**src/ptrs_pkg.sv**
```systemverilog
// Shared types and constants for the periodic task release scheduler.
// Used by ptrs_ctrl, ptrs_dp and the top level; depends on nothing.
package ptrs_pkg;

    localparam int TASKS_DEFAULT = 4;
    localparam int FIELD_TASKS   = 4;
    localparam int ADDR_W        = 5;
    localparam int DATA_W        = 32;

    localparam logic [15:0] PERIOD_RESET = 16'd1000;
    localparam logic [7:0]  TICKS_RESET  = 8'd1;

    // register index, taken from paddr[4:2]
    localparam logic [2:0] REG_TICKS   = 3'd0;
    localparam logic [2:0] REG_COUNT   = 3'd1;
    localparam logic [2:0] REG_PERIOD0 = 3'd2;

    typedef enum logic [1:0] {
        ST_IDLE,
        ST_TICK,
        ST_FINISH
    } t_state;

    typedef struct packed {
        logic start;
        logic tick;
        logic finish;
    } t_dp_cmd;

    typedef struct packed {
        logic ticks_done;
        logic out_busy;
    } t_dp_status;

endpackage

```
**src/periodic_task_release_scheduler_unit.sv**
```systemverilog
// Top level of the periodic task release scheduler: APB register file,
// controller and datapath. Depends on ptrs_pkg, ptrs_ctrl and ptrs_dp.
//
// Each accepted word applies suspend then enable to the runnable bits of the
// tasks in use, then counts ticks_per_cycle ticks, one tick per clock, with all
// task phase counters stepping in parallel on each tick. A word passes through
// the tick loop, then the check that sees the tick counter reach zero, then
// the load of the output register, which waits while the output side stalls
// a previous result. The next word is accepted the cycle after the result is
// loaded, while that result may still wait in the output register.
// Registers: 0 ticks_per_cycle, 1 task_count, 2..5 period of tasks 0..3, at
// byte address 4*index.
module periodic_task_release_scheduler_unit #(
    parameter int NUM_TASKS = ptrs_pkg::TASKS_DEFAULT
) (
    input  logic                        i_clk,
    input  logic                        i_rst_n,
    input  logic                        psel,
    input  logic                        penable,
    input  logic                        pwrite,
    input  logic [ptrs_pkg::ADDR_W-1:0] paddr,
    input  logic [ptrs_pkg::DATA_W-1:0] pwdata,
    output logic [ptrs_pkg::DATA_W-1:0] prdata,
    output logic                        pready,
    input  logic                        i_in_valid,
    output logic                        o_in_stall,
    input  logic [3:0]                  i_suspend_mask,
    input  logic [3:0]                  i_enable_mask,
    input  logic [3:0]                  i_busy_mask,
    output logic                        o_out_valid,
    input  logic                        i_out_stall,
    output logic [3:0]                  o_trigger_mask,
    output logic [3:0]                  o_overrun_mask,
    output logic                        o_overrun_flag,
    output logic [31:0]                 o_elapsed_ticks
);
    import ptrs_pkg::*;

    localparam int PERIOD_REGS = (NUM_TASKS < FIELD_TASKS) ? NUM_TASKS : FIELD_TASKS;

    logic [7:0]                 r_ticks;
    logic [2:0]                 r_task_count;
    logic [15:0]                r_period [PERIOD_REGS];
    logic [NUM_TASKS-1:0][15:0] w_period;
    logic [NUM_TASKS-1:0]       w_used_mask;
    logic [2:0]                 w_index;
    logic                       w_wr;
    t_dp_cmd                    w_cmd;
    t_dp_status                 w_status;

    assign pready  = 1'b1;
    assign w_index = paddr[4:2];
    assign w_wr    = psel & penable & pwrite;

    always_ff @(posedge i_clk) begin
        if (!i_rst_n) begin
            r_ticks      <= TICKS_RESET;
            r_task_count <= '0;
            for (int t = 0; t < PERIOD_REGS; t++) r_period[t] <= PERIOD_RESET;
        end else if (w_wr) begin
            case (w_index)
                REG_TICKS: r_ticks      <= pwdata[7:0];
                REG_COUNT: r_task_count <= pwdata[2:0];
                default: ;
            endcase
            for (int t = 0; t < PERIOD_REGS; t++) begin
                if (w_index == REG_PERIOD0 + 3'(t)) r_period[t] <= pwdata[15:0];
            end
        end
    end

    always_comb begin
        prdata = '0;
        case (w_index)
            REG_TICKS: prdata = {24'd0, r_ticks};
            REG_COUNT: prdata = {29'd0, r_task_count};
            default:   prdata = '0;
        endcase
        for (int t = 0; t < PERIOD_REGS; t++) begin
            if (w_index == REG_PERIOD0 + 3'(t)) prdata = {16'd0, r_period[t]};
        end
    end

    // tasks without a period register keep the reset period
    for (genvar j = 0; j < NUM_TASKS; j++) begin : g_task
        if (j < PERIOD_REGS) begin : g_reg
            assign w_period[j] = r_period[j];
        end else begin : g_fixed
            assign w_period[j] = PERIOD_RESET;
        end
        assign w_used_mask[j] = (32'(r_task_count) > j);
    end

    ptrs_ctrl u_ctrl (
        .i_clk      (i_clk),
        .i_rst_n    (i_rst_n),
        .i_in_valid (i_in_valid),
        .o_in_stall (o_in_stall),
        .i_status   (w_status),
        .o_cmd      (w_cmd)
    );

    ptrs_dp #(
        .NUM_TASKS (NUM_TASKS)
    ) u_dp (
        .i_clk             (i_clk),
        .i_rst_n           (i_rst_n),
        .i_cmd             (w_cmd),
        .o_status          (w_status),
        .i_ticks_per_cycle (r_ticks),
        .i_used_mask       (w_used_mask),
        .i_period          (w_period),
        .i_suspend_mask    (i_suspend_mask),
        .i_enable_mask     (i_enable_mask),
        .i_busy_mask       (i_busy_mask),
        .o_out_valid       (o_out_valid),
        .i_out_stall       (i_out_stall),
        .o_trigger_mask    (o_trigger_mask),
        .o_overrun_mask    (o_overrun_mask),
        .o_overrun_flag    (o_overrun_flag),
        .o_elapsed_ticks   (o_elapsed_ticks)
    );

endmodule

```
**src/ptrs_ctrl.sv**
```systemverilog
// Controller of the scheduler: accepts a word, runs the tick loop, then
// hands the result to the output register. Depends on ptrs_pkg.
module ptrs_ctrl (
    input  logic                i_clk,
    input  logic                i_rst_n,
    input  logic                i_in_valid,
    output logic                o_in_stall,
    input  ptrs_pkg::t_dp_status i_status,
    output ptrs_pkg::t_dp_cmd    o_cmd
);
    import ptrs_pkg::*;

    t_state r_state;
    t_state n_state;

    always_ff @(posedge i_clk) begin
        if (!i_rst_n) begin
            r_state <= ST_IDLE;
        end else begin
            r_state <= n_state;
        end
    end

    always_comb begin
        n_state = r_state;
        case (r_state)
            ST_IDLE: begin
                if (i_in_valid) n_state = ST_TICK;
            end
            ST_TICK: begin
                if (i_status.ticks_done) n_state = ST_FINISH;
            end
            ST_FINISH: begin
                if (!i_status.out_busy) n_state = ST_IDLE;
            end
            default: n_state = ST_IDLE;
        endcase
    end

    always_comb begin
        o_cmd      = '0;
        o_in_stall = 1'b1;
        case (r_state)
            ST_IDLE: begin
                o_in_stall   = 1'b0;
                o_cmd.start  = i_in_valid;
            end
            ST_TICK: begin
                o_cmd.tick   = !i_status.ticks_done;
            end
            ST_FINISH: begin
                o_cmd.finish = !i_status.out_busy;
            end
            default: o_cmd = '0;
        endcase
    end

    a_tick_to_finish: assert property (@(posedge i_clk) disable iff (!i_rst_n)
        (r_state == ST_TICK && i_status.ticks_done) |=> (r_state == ST_FINISH))
        else $error("tick loop did not end in finish");

    a_one_cmd: assert property (@(posedge i_clk) disable iff (!i_rst_n)
        $onehot0(o_cmd))
        else $error("more than one datapath command");

    a_start_only_idle: assert property (@(posedge i_clk) disable iff (!i_rst_n)
        o_cmd.start |=> (r_state == ST_TICK))
        else $error("start did not enter tick loop");

endmodule

```
**src/ptrs_dp.sv**
```systemverilog
// Datapath of the scheduler: runnable bits, per-task phase counters, tick
// counter, trigger accumulation and the output register. Depends on ptrs_pkg.
module ptrs_dp #(
    parameter int NUM_TASKS = ptrs_pkg::TASKS_DEFAULT
) (
    input  logic                        i_clk,
    input  logic                        i_rst_n,
    input  ptrs_pkg::t_dp_cmd            i_cmd,
    output ptrs_pkg::t_dp_status         o_status,
    input  logic [7:0]                  i_ticks_per_cycle,
    input  logic [NUM_TASKS-1:0]        i_used_mask,
    input  logic [NUM_TASKS-1:0][15:0]  i_period,
    input  logic [3:0]                  i_suspend_mask,
    input  logic [3:0]                  i_enable_mask,
    input  logic [3:0]                  i_busy_mask,
    output logic                        o_out_valid,
    input  logic                        i_out_stall,
    output logic [3:0]                  o_trigger_mask,
    output logic [3:0]                  o_overrun_mask,
    output logic                        o_overrun_flag,
    output logic [31:0]                 o_elapsed_ticks
);
    import ptrs_pkg::*;

    logic [NUM_TASKS-1:0]   r_runnable;
    logic [NUM_TASKS-1:0]   r_trig;
    logic [NUM_TASKS-1:0]   w_fire;
    logic [NUM_TASKS-1:0]   w_suspend;
    logic [NUM_TASKS-1:0]   w_enable;
    logic [15:0]            r_phase [NUM_TASKS];
    logic [15:0]            n_phase [NUM_TASKS];
    logic [7:0]             r_tick_cnt;
    logic [3:0]             r_busy;
    logic [31:0]            r_tick_total;
    logic                   r_sticky;
    logic [3:0]             w_trig4;
    logic [3:0]             w_over;
    logic                   r_out_valid;

    // widen the 4-bit fields to the task count; tasks beyond the fields see zero
    for (genvar j = 0; j < NUM_TASKS; j++) begin : g_ext
        if (j < FIELD_TASKS) begin : g_in
            assign w_suspend[j] = i_suspend_mask[j];
            assign w_enable[j]  = i_enable_mask[j];
        end else begin : g_out
            assign w_suspend[j] = 1'b0;
            assign w_enable[j]  = 1'b0;
        end
    end

    for (genvar j = 0; j < FIELD_TASKS; j++) begin : g_trig
        if (j < NUM_TASKS) begin : g_have
            assign w_trig4[j] = r_trig[j];
        end else begin : g_none
            assign w_trig4[j] = 1'b0;
        end
    end

    assign w_over = w_trig4 & r_busy;

    // one tick of every phase counter
    always_comb begin
        logic [15:0] p1;
        for (int j = 0; j < NUM_TASKS; j++) begin
            p1         = r_phase[j] + 16'd1;
            w_fire[j]  = 1'b0;
            n_phase[j] = p1;
            if (i_period[j] == 16'd0) begin
                n_phase[j] = 16'd0;
            end else if (p1 >= i_period[j]) begin
                n_phase[j] = 16'd0;
                w_fire[j]  = i_used_mask[j] & r_runnable[j];
            end
        end
    end

    always_ff @(posedge i_clk) begin
        if (!i_rst_n) begin
            r_runnable   <= '1;
            r_tick_cnt   <= '0;
            r_tick_total <= '0;
            r_sticky     <= 1'b0;
            r_out_valid  <= 1'b0;
            for (int j = 0; j < NUM_TASKS; j++) r_phase[j] <= '0;
        end else begin
            if (i_cmd.start) begin
                // suspend first, enable wins
                r_runnable <= (r_runnable & ~(w_suspend & i_used_mask))
                              | (w_enable & i_used_mask);
                r_tick_cnt <= i_ticks_per_cycle;
            end
            if (i_cmd.tick) begin
                r_tick_cnt <= r_tick_cnt - 8'd1;
                for (int j = 0; j < NUM_TASKS; j++) r_phase[j] <= n_phase[j];
            end
            if (i_cmd.finish) begin
                r_tick_total <= r_tick_total + 32'(i_ticks_per_cycle);
                if (|w_over) r_sticky <= 1'b1;
                r_out_valid <= 1'b1;
            end else if (!i_out_stall) begin
                r_out_valid <= 1'b0;
            end
        end
    end

    always_ff @(posedge i_clk) begin
        if (i_cmd.start) begin
            r_trig <= '0;
            r_busy <= i_busy_mask;
        end else if (i_cmd.tick) begin
            r_trig <= r_trig | w_fire;
        end
        if (i_cmd.finish) begin
            o_trigger_mask  <= w_trig4;
            o_overrun_mask  <= w_over;
            o_overrun_flag  <= r_sticky | (|w_over);
            o_elapsed_ticks <= r_tick_total + 32'(i_ticks_per_cycle);
        end
    end

    assign o_out_valid         = r_out_valid;
    assign o_status.ticks_done = (r_tick_cnt == 8'd0);
    assign o_status.out_busy   = r_out_valid & i_out_stall;

    a_over_in_trig: assert property (@(posedge i_clk) disable iff (!i_rst_n)
        r_out_valid |-> ((o_overrun_mask & ~o_trigger_mask) == 4'd0))
        else $error("overrun without trigger");

    a_sticky: assert property (@(posedge i_clk) disable iff (!i_rst_n)
        (r_out_valid && (o_overrun_mask != 4'd0)) |-> o_overrun_flag)
        else $error("overrun flag not set");

    a_tick_count: assert property (@(posedge i_clk) disable iff (!i_rst_n)
        i_cmd.tick |=> (r_tick_cnt == $past(r_tick_cnt) - 8'd1))
        else $error("tick counter did not step");

    a_no_load_busy: assert property (@(posedge i_clk) disable iff (!i_rst_n)
        i_cmd.finish |-> !(r_out_valid && i_out_stall))
        else $error("output register overwritten while stalled");

endmodule
```
**config.mk**
```make
export PLATFORM = sky130hd
export DESIGN_NAME = periodic_task_release_scheduler_unit
export DESIGN_NICKNAME = d
export VERILOG_FILES = /design/src/ptrs_pkg.sv /design/src/periodic_task_release_scheduler_unit.sv /design/src/ptrs_ctrl.sv /design/src/ptrs_dp.sv
export SDC_FILE = /design/constraint.sdc
export NUM_CORES = 1
export LEC_CHECK = 0
export ABC_AREA = 1
export BUFFER_PORTS_ARGS = -buffer_cell sky130_fd_sc_hd__buf_2
export CAP_MARGIN = 20
export CORE_ASPECT_RATIO = 0.5
export CORE_UTILIZATION = 39
export CTS_CLUSTER_DIAMETER = 200
export DETAILED_ROUTE_END_ITERATION = 6
export GPL_TIMING_DRIVEN = 0
export SYNTH_ARGS = -nofsm -noshare
export SYNTH_HDL_FRONTEND = slang
export SYNTH_SLANG_ARGS = --single-unit
```
**constraint.sdc**
```tcl
create_clock -name i_clk -period 6.81 [get_ports i_clk]
set_clock_uncertainty 0.1 [all_clocks]
set_input_delay 0.3405 -clock i_clk [delete_from_list [all_inputs] [get_ports i_clk]]
set_output_delay 0.3405 -clock i_clk [all_outputs]
set_load 0.1 [all_outputs]
```
# == After elaboration in Yosys (flattened, before gate mapping) ==
# Memory sizes are Yosys's and may differ from the RTL's.
# Cells that the tools add are included.
# classes
addsub,6
magnitude_cmp,8
eq_ne,11
mux,61
n_bitwise,23
n_reduce_logical,15
# ops
cell,count
$mux 16,16
$mux 32,4
$add 16x1->16 const B,4
$ge 16x16->1,4
$logic_not 16->1,4
$mux 1,34
$add 32x8->32,1
$and 4x4->4,4
$mux 8,2
$pmux 8 s2,1
$or 1x1->1,9
$logic_not 8->1,1
$or 4x4->4,2
$sub 8x1->8 const B,1
$and 1x1->1,7
$eq 3x2->1 const B,2
$eq 3x3->1 const B,2
$gt 3x1->1 const B,2
$gt 3x2->1 const B,2
$mux 2,3
$pmux 2 s3,1
$reduce_and 2->1,3
$ne 2x1->1 const B,2
$ne 2x2->1 const B,2
10 further kinds,11
# totals
register_bits,108
ramBits,128
output_inout_bits,76
elab_cells,140
mem_count,2
# mem_list
name,words,width,rd,rd_ports_with_merged_regs,write_ports,line,text
r_period,4,16,4,0,4,periodic_task_release_scheduler_unit.sv:43,logic [15:0] r_period [PERIOD_REGS];
u_dp.r_phase,4,16,4,0,4,ptrs_dp.sv:30,logic [15:0] r_phase [NUM_TASKS];

# == Longest topological paths before layout ==
# Gate-level depths: netlist of the first run.
# depth
depth_word,7
mapped_depth,18
ltp_nobuf,18

# == Cells and area by module ==
# A second synthesis of the first run with hierarchy kept.
# hier_totals
cells_unflattened,1790
hier_area_um2,14153.6
# modules_own_cells
module,n_inst,cells_per_inst,area_each_um2,seq_area_each_um2
ptrs_dp,1,1407,10546.4,4274.1
periodic_task_release_scheduler_unit,1,368,3497.1,2142.1
ptrs_ctrl,1,15,110.1,40.0

# == Worst setup path before layout of the first run ==
# No wires, ideal clock.
# synth_timing
path_kind,input to output
start,input paddr[2] (netlist name)
end,output prdata[0] (netlist name)
arrival_ps,2924
t_required_ps,6369
setup_slack_ps,3446
cell_stages,4
cell_sequence,inv_2 > nor3_4 > inv_4 > o21ai_0
# synth_between
elab_chain_cells,6
# synth_rtl
element,line,text
start: declaration,periodic_task_release_scheduler_unit.sv:21,"input logic [ptrs_pkg::ADDR_W-1:0] paddr,"
$eq 3x1->1 or $logic_not 3->1 (tied branches),periodic_task_release_scheduler_unit.sv:74,case (w_index)
$pmux 8 s2,periodic_task_release_scheduler_unit.sv:74,
$mux 32 (3 in series),periodic_task_release_scheduler_unit.sv:80,"if (w_index == REG_PERIOD0 + 3'(t)) prdata = {16'd0, r_period[t]};"
$mux 32 (*),periodic_task_release_scheduler_unit.sv:80,
end: declaration,periodic_task_release_scheduler_unit.sv:23,"output logic [ptrs_pkg::DATA_W-1:0] prdata,"
# Every way passes the cells marked *; elsewhere a longest branch is shown, timed or not.

==> metrics, run 1 <==
die height 135 um; DR vias/cell 4.82; fmax 291 MHz; IO Count 132; DRT Pass-1 Iters 5; H-tree Lvls 1; CTS sink count 236; Hold Startpoint pwdata[0]; post-synthesis sequential area ratio 0.469; Core ar. 34600 sq um; Layout Utilization 0.458; final count of hold timing violations 0; crit path DAT 3.61 ns; RSZ-0062 raised after global routing false; Layout Area Growth over Synthesis 15.3%; CTS max path bufs 3; slowest library cell on the worst path edfxtp_1; crit-path max cell delay 0.40 ns; # fillers 3523; top cell type's share of synthesized area 0.378; global-route wire length before repair 55400 um; row cnt 48; most used cell, CP nand3_1; Avg WL per Cell 15.1 um; critical path cell sequence ha_1 -> nand2_1 -> nor2_2 -> nand3_1 -> or3_1 -> xor2_1 -> inv_1 -> ha_1 -> nand2_1 -> inv_1 -> nand3_1 -> nor2_1 -> nand3_1 -> nand3_1 -> nand2b_1 -> buf_2 -> buf_4 -> nor2_1; PwrDens 273 nW/um^2; Hold Crit Class in -> reg; Mapped Cells 1703; Starting Density 0.398; relative slew slack 0.417; Place WS 3.40 ns; TritonCTS buffer count 24; final WL 35400 um; worst-path fanout max 10; RR Startpoint u_dp.r_phase[0][0]; Avg Cell Area, Syn 8.08 sq um; ANT nets after route 0; Met2 Routed Length 16800 um; final period utilization 0.504; Final setup viols 0; Storage cell area 6460 sq um; TNS Setup 0 ns; worst IR drop on VDD 0.000171 V; DRC Markers 0; die width 268 um; main area contributors after synthesis edfxtp_1 38%, nand2_1 9.9%, dfxtp_1 9.2%; Final Wtd Congestion 0.887; Buffers on Ports 95; Post-Syn Area 13800 sq um; Worst setup EP type flip-flop; ANT cells 0; max layer used met4; Post-synth EDFFs 173; die area 36100 sq um; run status finished clean; GRT Util Overall 0.197; clk slew on worst S/H paths 0.06 ns; proportion of layout cells with a drive suffix above 1 0.107; Setup WS post-layout 3.38 ns; via count 11318; Ys Warns 0; Setup crit start u_dp.r_phase[0][0]; met3 WL 1860 um; post-synthesis sequential element count 236; area of the multi-input gates 5840 sq um; initial DRC count 808; ys async rst share 0; vias in the first global route 10502; startpoint types flip-flop; Tmin final 3.43 ns; pin count of the biggest net entering global routing 39; P_leak 7.53 nW; initial antenna violation count 0; total gr overflow 0; # nets final 1989; CP Buf/Inv Count 4; CTS tree built; Final Max Tran Viols 0; worst setup path class reg -> reg; MaxCap Viol Count 0; worst skew pair latency 0.54 ns; Top FF cell, synth edfxtp_1; post-synth cell types 45; Detailed Place HPWL 27300 um; wl on met1 16100 um; CP delay by family, top simple AND/OR/NAND/NOR gates; Worst Tran Pin Value 0.874 ns; Worst EP required 6.99 ns; CTS root buf clkbuf_16; Design Power 4.33 mW; largest area contributor in the netlist edfxtp_1
## repair_timing
item / 4_1_cts / 5_1_grt
buffers inserted: 0 / 0
hold buffers: 10 / 0
hold endpoints to repair: 10 / 0
gates resized for setup: 0 / 0
## logic make-up (layout without fill, tap and decap cells)
| kind of cell | Yosys count | after routing | share of synthesized area |
|---|---|---|---|
| AND/OR/NAND/NOR | 777 | 777 | 0.241 |
| other | 2 | 17 | 0.000546 |
| XOR/XNOR | 54 | 54 | 0.0344 |
| adder cells (fa/ha/maj) | 79 | 79 | 0.0724 |
| flip-flops | 236 | 236 | 0.469 |
| AO/OA/AOI/OAI | 173 | 173 | 0.0713 |
| buffers and inverters | 382 | 536 | 0.111 |
## final timing paths
kind / depth (start not counted) / slack [ns] / end
hold reg to reg: 2 / 0.36 / u_dp.r_sticky
setup reg to reg: 18 / 3.38 / u_dp.r_phase[0][4]
setup / recovery: 18 / 3.38 / u_dp.r_phase[0][4]
hold / removal: 3 / 0.01 / r_ticks[0]
## Yosys cell counts (2+ instances only)
| cell type | count |
|---|---|
| clkinv_1 | 4 |
| clkbuf_1 | 10 |
| nor2_1 | 219 |
| nor2_2 | 3 |
| nand3_1 | 119 |
| o22ai_1 | 4 |
| nand4_1 | 31 |
| inv_2 | 5 |
| ha_1 | 78 |
| a22oi_1 | 8 |
| nand2_2 | 2 |
| o2111ai_1 | 3 |
| o211ai_1 | 13 |
| a221oi_1 | 4 |
| nand4_2 | 2 |
| nor3_1 | 18 |
| buf_4 | 20 |
| inv_1 | 330 |
| conb_1 | 2 |
| nor3_4 | 4 |
| and2_1 | 2 |
| nand2_1 | 361 |
| dfxtp_1 | 63 |
| a21o_1 | 4 |
| or2_2 | 2 |
| edfxtp_1 | 173 |
| inv_4 | 2 |
| xnor2_1 | 9 |
| buf_2 | 11 |
| nor4_1 | 6 |
| a31o_2 | 2 |
| o21bai_1 | 2 |
| o21ai_0 | 52 |
| nor3_2 | 2 |
| nand3_2 | 2 |
| a21oi_1 | 77 |
| xor2_1 | 45 |
| o221ai_1 | 2 |
## final cells by class
cell class	count	share of cell area
repair buffers	110	0.0407
flip-flops and latches	236	0.407
inverters	341	0.0810
well taps	475	0.0375
clock buffers	34	0.0454
plain buffers	41	0.0153
clock inverters	10	0.00489
multi-input cells	1100	0.368
## layer usage
| layer | up-vias | global-route usage |
|---|---|---|
| met5 | - | 0 |
| met4 | 0 | 0.0460 |
| met3 | 52 | 0.0268 |
| met2 | 267 | 0.338 |
| met1 | 5237 | 0.264 |
| li1 | 5762 | - |
## tightest hold or removal path, cell delays in order
cell and delay (ns):
buf_2 0.12, a21oi_1 0.06, o21ai_0 0.07
## through the flow
| stage | instances | hold WS (ns) | area, sq um |
|---|---|---|---|
| floorplan | 1718 | 0.329 | 13800 |
| finish | 2347 | 0.0143 | 15900 |
| CTS | 2347 | 0.00169 | 15900 |
| global route | 2347 | 0.00904 | 15900 |
| global placement | 2288 | 0.342 | 14900 |
| detailed placement | 2293 | 0.351 | 15000 |
## where the power goes
group          internal [mW]  switching, mW  total, mW
logic                  0.309          0.806       1.11
clock network          0.773          0.579       1.35
registers               1.74          0.125       1.86
## registers in the layout, indices dropped and copies added, names as in the netlist, 3 cells and up
register and flops:
r_period 64, r_task_count 3, r_ticks 8, u_dp.o_elapsed_ticks 32
u_dp.o_overrun_mask 4, u_dp.o_trigger_mask 4, u_dp.r_busy 4, u_dp.r_phase 64
u_dp.r_runnable 4, u_dp.r_tick_cnt 8, u_dp.r_tick_total 32, u_dp.r_trig 4
## layout by cell type (no fill, tap or decap), types with 3 or more instances in the layout
master         instances
a21o_1                 4
a21oi_1               77
a221oi_1               4
a22oi_1                8
buf_2                106
buf_4                 21
clkbuf_1              13
clkbuf_16             25
clkbuf_8               6
clkinv_1               4
clkinv_2               8
conb_1                17
dfxtp_1               63
dlygate4sd3_1         10
edfxtp_1             173
ha_1                  78
inv_1                330
inv_2                  5
nand2_1              360
nand3_1              119
nand4_1               31
nor2_1               219
nor2_2                 3
nor3_1                18
nor3_4                 4
nor4_1                 6
o2111ai_1              3
o211ai_1              13
o21ai_0               48
o21ai_1                4
o22ai_1                4
xnor2_1                9
xor2_1                45
Power figures use the tool's default switching activity.
==> inputs of run 2 (changes only) <==
clock period = 3.29 ns   (was 6.81 ns; I/O delays follow)
==> metrics, run 2 (same netlist as run 1, synthesis figures left out) <==
worst setup path class reg -> reg; worst IR drop on VDD 0.000355 V; DRC Markers 0; via count 11416; CTS sink count 236; Logic pwr share 0.264; Tmin final 3.14 ns; ANT nets after route 0; final count of hold timing violations 0; MaxCap Viol Count 0; Seq pwr share 0.426; initial antenna violation count 0; DR vias/cell 4.81; P_sw 3.16 mW; Sw Ratio 0.350; Hold Path Depth 3; Detailed Place HPWL 27300 um; run status finished clean; Final setup viols 0; crit path DAT 3.31 ns; proportion of layout cells with a drive suffix above 1 0.118; Layout Area Growth over Synthesis 17.9%; Final Wtd Congestion 0.887; Worst R2R Path Depth 18; worst-path fanout max 10; Final Cell Area 16200 sq um; most common cell after layout, fill and taps aside nand2_1; relative slew slack 0.383; die width 268 um; Final Max Tran Viols 0; PwrDens 557 nW/um^2; H-tree Lvls 1; CTS max path bufs 3; IO Count 132; initial DRC count 818; P_leak 7.65 nW; DRT Pass-1 Iters 6; ANT cells 0; row cnt 48; global-route wire length before repair 55800 um; internal power 5.87 mW; CTS root buf clkbuf_16; Starting Density 0.398; CTS tree built; total gr overflow 0; Layout Cells excl Fill 2372; Buffers on Ports 95; final period utilization 0.953; placed instance count 2293; final WL 35900 um; commonest cells after routing, fill and taps aside 360 x nand2_1, 330 x inv_1, 211 x nor2_1; fmax 319 MHz; Largest regs r_period (64), u_dp.r_phase (64); clk slew on worst S/H paths 0.06 ns; vias in the first global route 10595; TritonCTS buffer count 24; GRT Util Overall 0.198; die height 135 um; clock power share 0.310; pin count of the biggest net entering global routing 39; # nets final 2014; worst skew pair latency 0.54 ns; dpl cell area 15000 sq um; Hold Crit Class in -> reg; Avg WL per Cell 15.2 um; Worst setup EP type flip-flop; die area 36100 sq um; Core ar. 34600 sq um; Worst EP required 3.46 ns; startpoint types flip-flop; Worst Tran Pin Value 0.925 ns; worst hold margin 0.0239 ns
==> run 2: changes by cell type in the layout (fill, tap and decap cells not counted), sizes merged <==
cell	delta
nand3	+1
dlygate4sd3	+19
buf	+2
clkbuf	+3
==> run 2: layout make-up <==
class                           count  area, sq um
Buffer                             40          249
Clock buffer                       34          719
Clock inverter                     10         77.6
Fill cell                        3499        18400
Inverter                          341         1280
Multi-Input combinational cell   1101         5950
Sequential cell                   236         6460
Tap cell                          475          594
Timing Repair Buffer              135          881
==> run 2: final timing paths <==
path	slack, ns	start	end
max	0.15	u_dp.r_phase[0][0]	u_dp.r_phase[0][4]
min	0.02	pwdata[2]	r_task_count[2]
max reg2reg	0.15	u_dp.r_phase[0][0]	u_dp.r_phase[0][4]
min reg2reg	0.36	u_dp.r_sticky	u_dp.r_sticky
==> run 2: layer usage <==
layer / GRT usage / up-vias / part of all wire / routed length, um
li1: - / 5818 / - / -
met1: 0.265 / 5290 / 0.45 / 16200
met2: 0.341 / 256 / 0.48 / 17200
met3: 0.0268 / 52 / 0.053 / 1890
met4: 0.0460 / 0 / 0.019 / 672
met5: 0 / - / 0 / 0
==> run 2: critical path, cell delays in order, from the launching register on <==
cell and delay [ns]:
edfxtp_1 0.37, ha_1 0.19, nand2_1 0.09, nor2_4 0.14, nand3_1 0.11, or3_1 0.36
xor2_2 0.17, inv_1 0.07, ha_1 0.27, nand2_1 0.04, inv_1 0.06, nand3_1 0.09
nor2_2 0.13, nand3_1 0.09, nand3_1 0.11, nand2b_1 0.11, clkbuf_4 0.18, buf_6 0.15
nor2_1 0.05
==> run 2: what timing repair did <==
action / in CTS / in global routing
hold buffers: 29 / 0
pin swaps: 0 / 5
cloned: 0 / 1
resized for setup: 4 / 21
endpoints found under the setup margin: 30 / 48
buffers inserted: 1 / 5
hold endpoints to repair: 74 / 0
==> run 2: through the flow <==
| step | setup slack (ns) | TNS, ns | power [mW] | util |
|---|---|---|---|---|
| 4_1_cts | 0.0360 | 0 | 9.05 | 0.464 |
| 5_1_grt | -0.00763 | -0.00763 | 9.52 | 0.469 |
| 3_3_place_gp | -0.918 | -59.07 | 6.18 | 0.430 |
| 2_1_floorplan | 0.205 | 0 | 5.63 | - |
| 3_5_place_dp | -0.118 | -1.37 | 6.21 | 0.432 |
| 6_report | 0.153 | 0 | 9.03 | 0.469 |
==> run 2: power by group through the flow <==
stage / Sequential [mW] / Combinational (mW) / Clock, mW
2_1_floorplan: 4.11 / 1.53 / 0
3_3_place_gp: 3.93 / 2.25 / 0
3_5_place_dp: 3.91 / 2.30 / 0
4_1_cts: 3.85 / 2.35 / 2.85
5_1_grt: 3.89 / 2.67 / 2.96
6_report: 3.85 / 2.38 / 2.80
==> inputs of run 3 (changes only) <==
REMOVE_ABC_BUFFERS = 1   (was default)
==> metrics, run 3 (same netlist as run 1, synthesis figures left out) <==
run status finished clean; P_leak 7.46 nW; H-tree Lvls 1; worst IR drop on VDD 0.000342 V; fmax 329 MHz; CTS root buf clkbuf_16; die height 135 um; clk slew on worst S/H paths 0.07 ns; Final Wtd Congestion 0.861; commonest cells after routing, fill and taps aside 359 x nand2_1, 329 x inv_1, 216 x nor2_1; relative slew slack 0.334; Avg WL per Cell 14.8 um; Worst Tran Pin Value 0.998 ns; final count of hold timing violations 0; GRT Util Overall 0.193; most common cell after layout, fill and taps aside nand2_1; DRC Markers 0; via count 11171; Worst setup EP type flip-flop; ANT nets after route 0; Largest regs r_period (64), u_dp.r_phase (64); initial antenna violation count 0; Final Cell Area 15900 sq um; ANT cells 0; Place WS -0.211 ns; die area 36100 sq um; total gr overflow 0; CTS tree built; final WL 34400 um; vias in the first global route 10504; startpoint types flip-flop; row cnt 48; MaxCap Viol Count 0; PwrDens 565 nW/um^2; Core ar. 34600 sq um; Buffers on Ports 96; worst setup path class reg -> reg; # nets final 1970; Starting Density 0.398; Detailed Place HPWL 25600 um; global-route wire length before repair 54900 um; Final Max Tran Viols 0; worst-path fanout max 16; final period utilization 0.923; worst skew pair latency 0.54 ns; proportion of layout cells with a drive suffix above 1 0.0966; die width 268 um; dpl cell area 14700 sq um; CTS sink count 236; Setup WS post-layout 0.252 ns; CTS max path bufs 3; Layout Area Growth over Synthesis 15.5%; TritonCTS buffer count 24; IO Count 132; DR vias/cell 4.80; Hold Crit Class in -> reg; DRT Pass-1 Iters 5; initial DRC count 676; Worst EP required 3.45 ns; RSZ-0062 raised after global routing false; Tmin final 3.04 ns; Final setup viols 0; crit path DAT 3.20 ns; # fillers 3488; pin count of the biggest net entering global routing 46
-- run 3: cell types whose count changed in the layout (fill, tap and decap cells not counted), moves of 3 or more --
cell / delta
buf_4: -22
clkbuf_1: -11
buf_2: -6
nor2_1: +5
nor2_2: -5
clkbuf_4: -3
clkbuf_8: -3
clkinv_1: +3
clkinv_4: +3
-- run 3: worst paths after layout --
check | startpoint | endpoint | slack (ns) | depth (start not counted)
setup / recovery | u_dp.r_phase[0][0] | u_dp.r_phase[0][8] | 0.25 | 16
hold / removal | i_rst_n | r_ticks[7] | 0.04 | 3
setup reg to reg | u_dp.r_phase[0][0] | u_dp.r_phase[0][8] | 0.25 | 16
hold reg to reg | u_dp.r_trig[1] | u_dp.o_trigger_mask[1] | 0.35 | 0
-- run 3: what timing repair did --
item,in CTS,in global routing
resized for setup,1,10
pin swaps,0,1
setup buffers,0,2
hold buffers,29,0
endpoints found under the hold margin,76,0
setup endpoints to repair,16,64
-- run 3: metrics by stage --
step	instances	total power [mW]	hold WS [ns]	setup TNS [ns]	util
after floorplan	1677	5.59	0.149	-2.84	-
after global placement	2248	6.13	0.244	-131.45	0.423
after detailed placement	2253	6.16	0.246	-2.87	0.426
after CTS	2326	9.01	0.0187	0	0.457
after global routing	2328	9.45	0.0409	0	0.459
final	2328	8.97	0.0394	0	0.459
-- run 3: layout make-up --
| type | instances | area [sq um] | area share |
|---|---|---|---|
| clock buffers | 30 | 674 | 0.0425 |
| repair buffers | 132 | 852 | 0.0536 |
| flip-flops and latches | 236 | 6460 | 0.406 |
| well taps | 475 | 594 | 0.0374 |
| multi-input cells | 1100 | 5890 | 0.371 |
| clock inverters | 14 | 128 | 0.00804 |
| inverters | 341 | 1280 | 0.0809 |
-- run 3: power breakdown --
group          switching [mW]  total (mW)  leakage (nW)  internal, mW
registers               0.261        3.85          2.22          3.59
clock network            1.22        2.83         0.401          1.61
logic                    1.66        2.29          4.84         0.623
-- run 3: layer usage --
layer	global-route usage	wire [um]	vias up
li1	-	-	5747
met1	0.256	15600	5146
met2	0.323	16000	220
met3	0.0328	1790	58
met4	0.0549	927	0
met5	0	0	-
-- run 3: worst max-delay path, stage by stage, from the launching register on --
cell	delay, ns
edfxtp_1	0.41
ha_1	0.21
nand2_1	0.10
nor2_4	0.16
nand3_2	0.11
or3_1	0.34
xor2_1	0.18
inv_1	0.08
ha_1	0.27
nand2_1	0.04
inv_1	0.06
nand3_1	0.09
nor2_1	0.14
nand3_1	0.09
nand3_1	0.10
nand2b_4	0.24
nor2_1	0.07
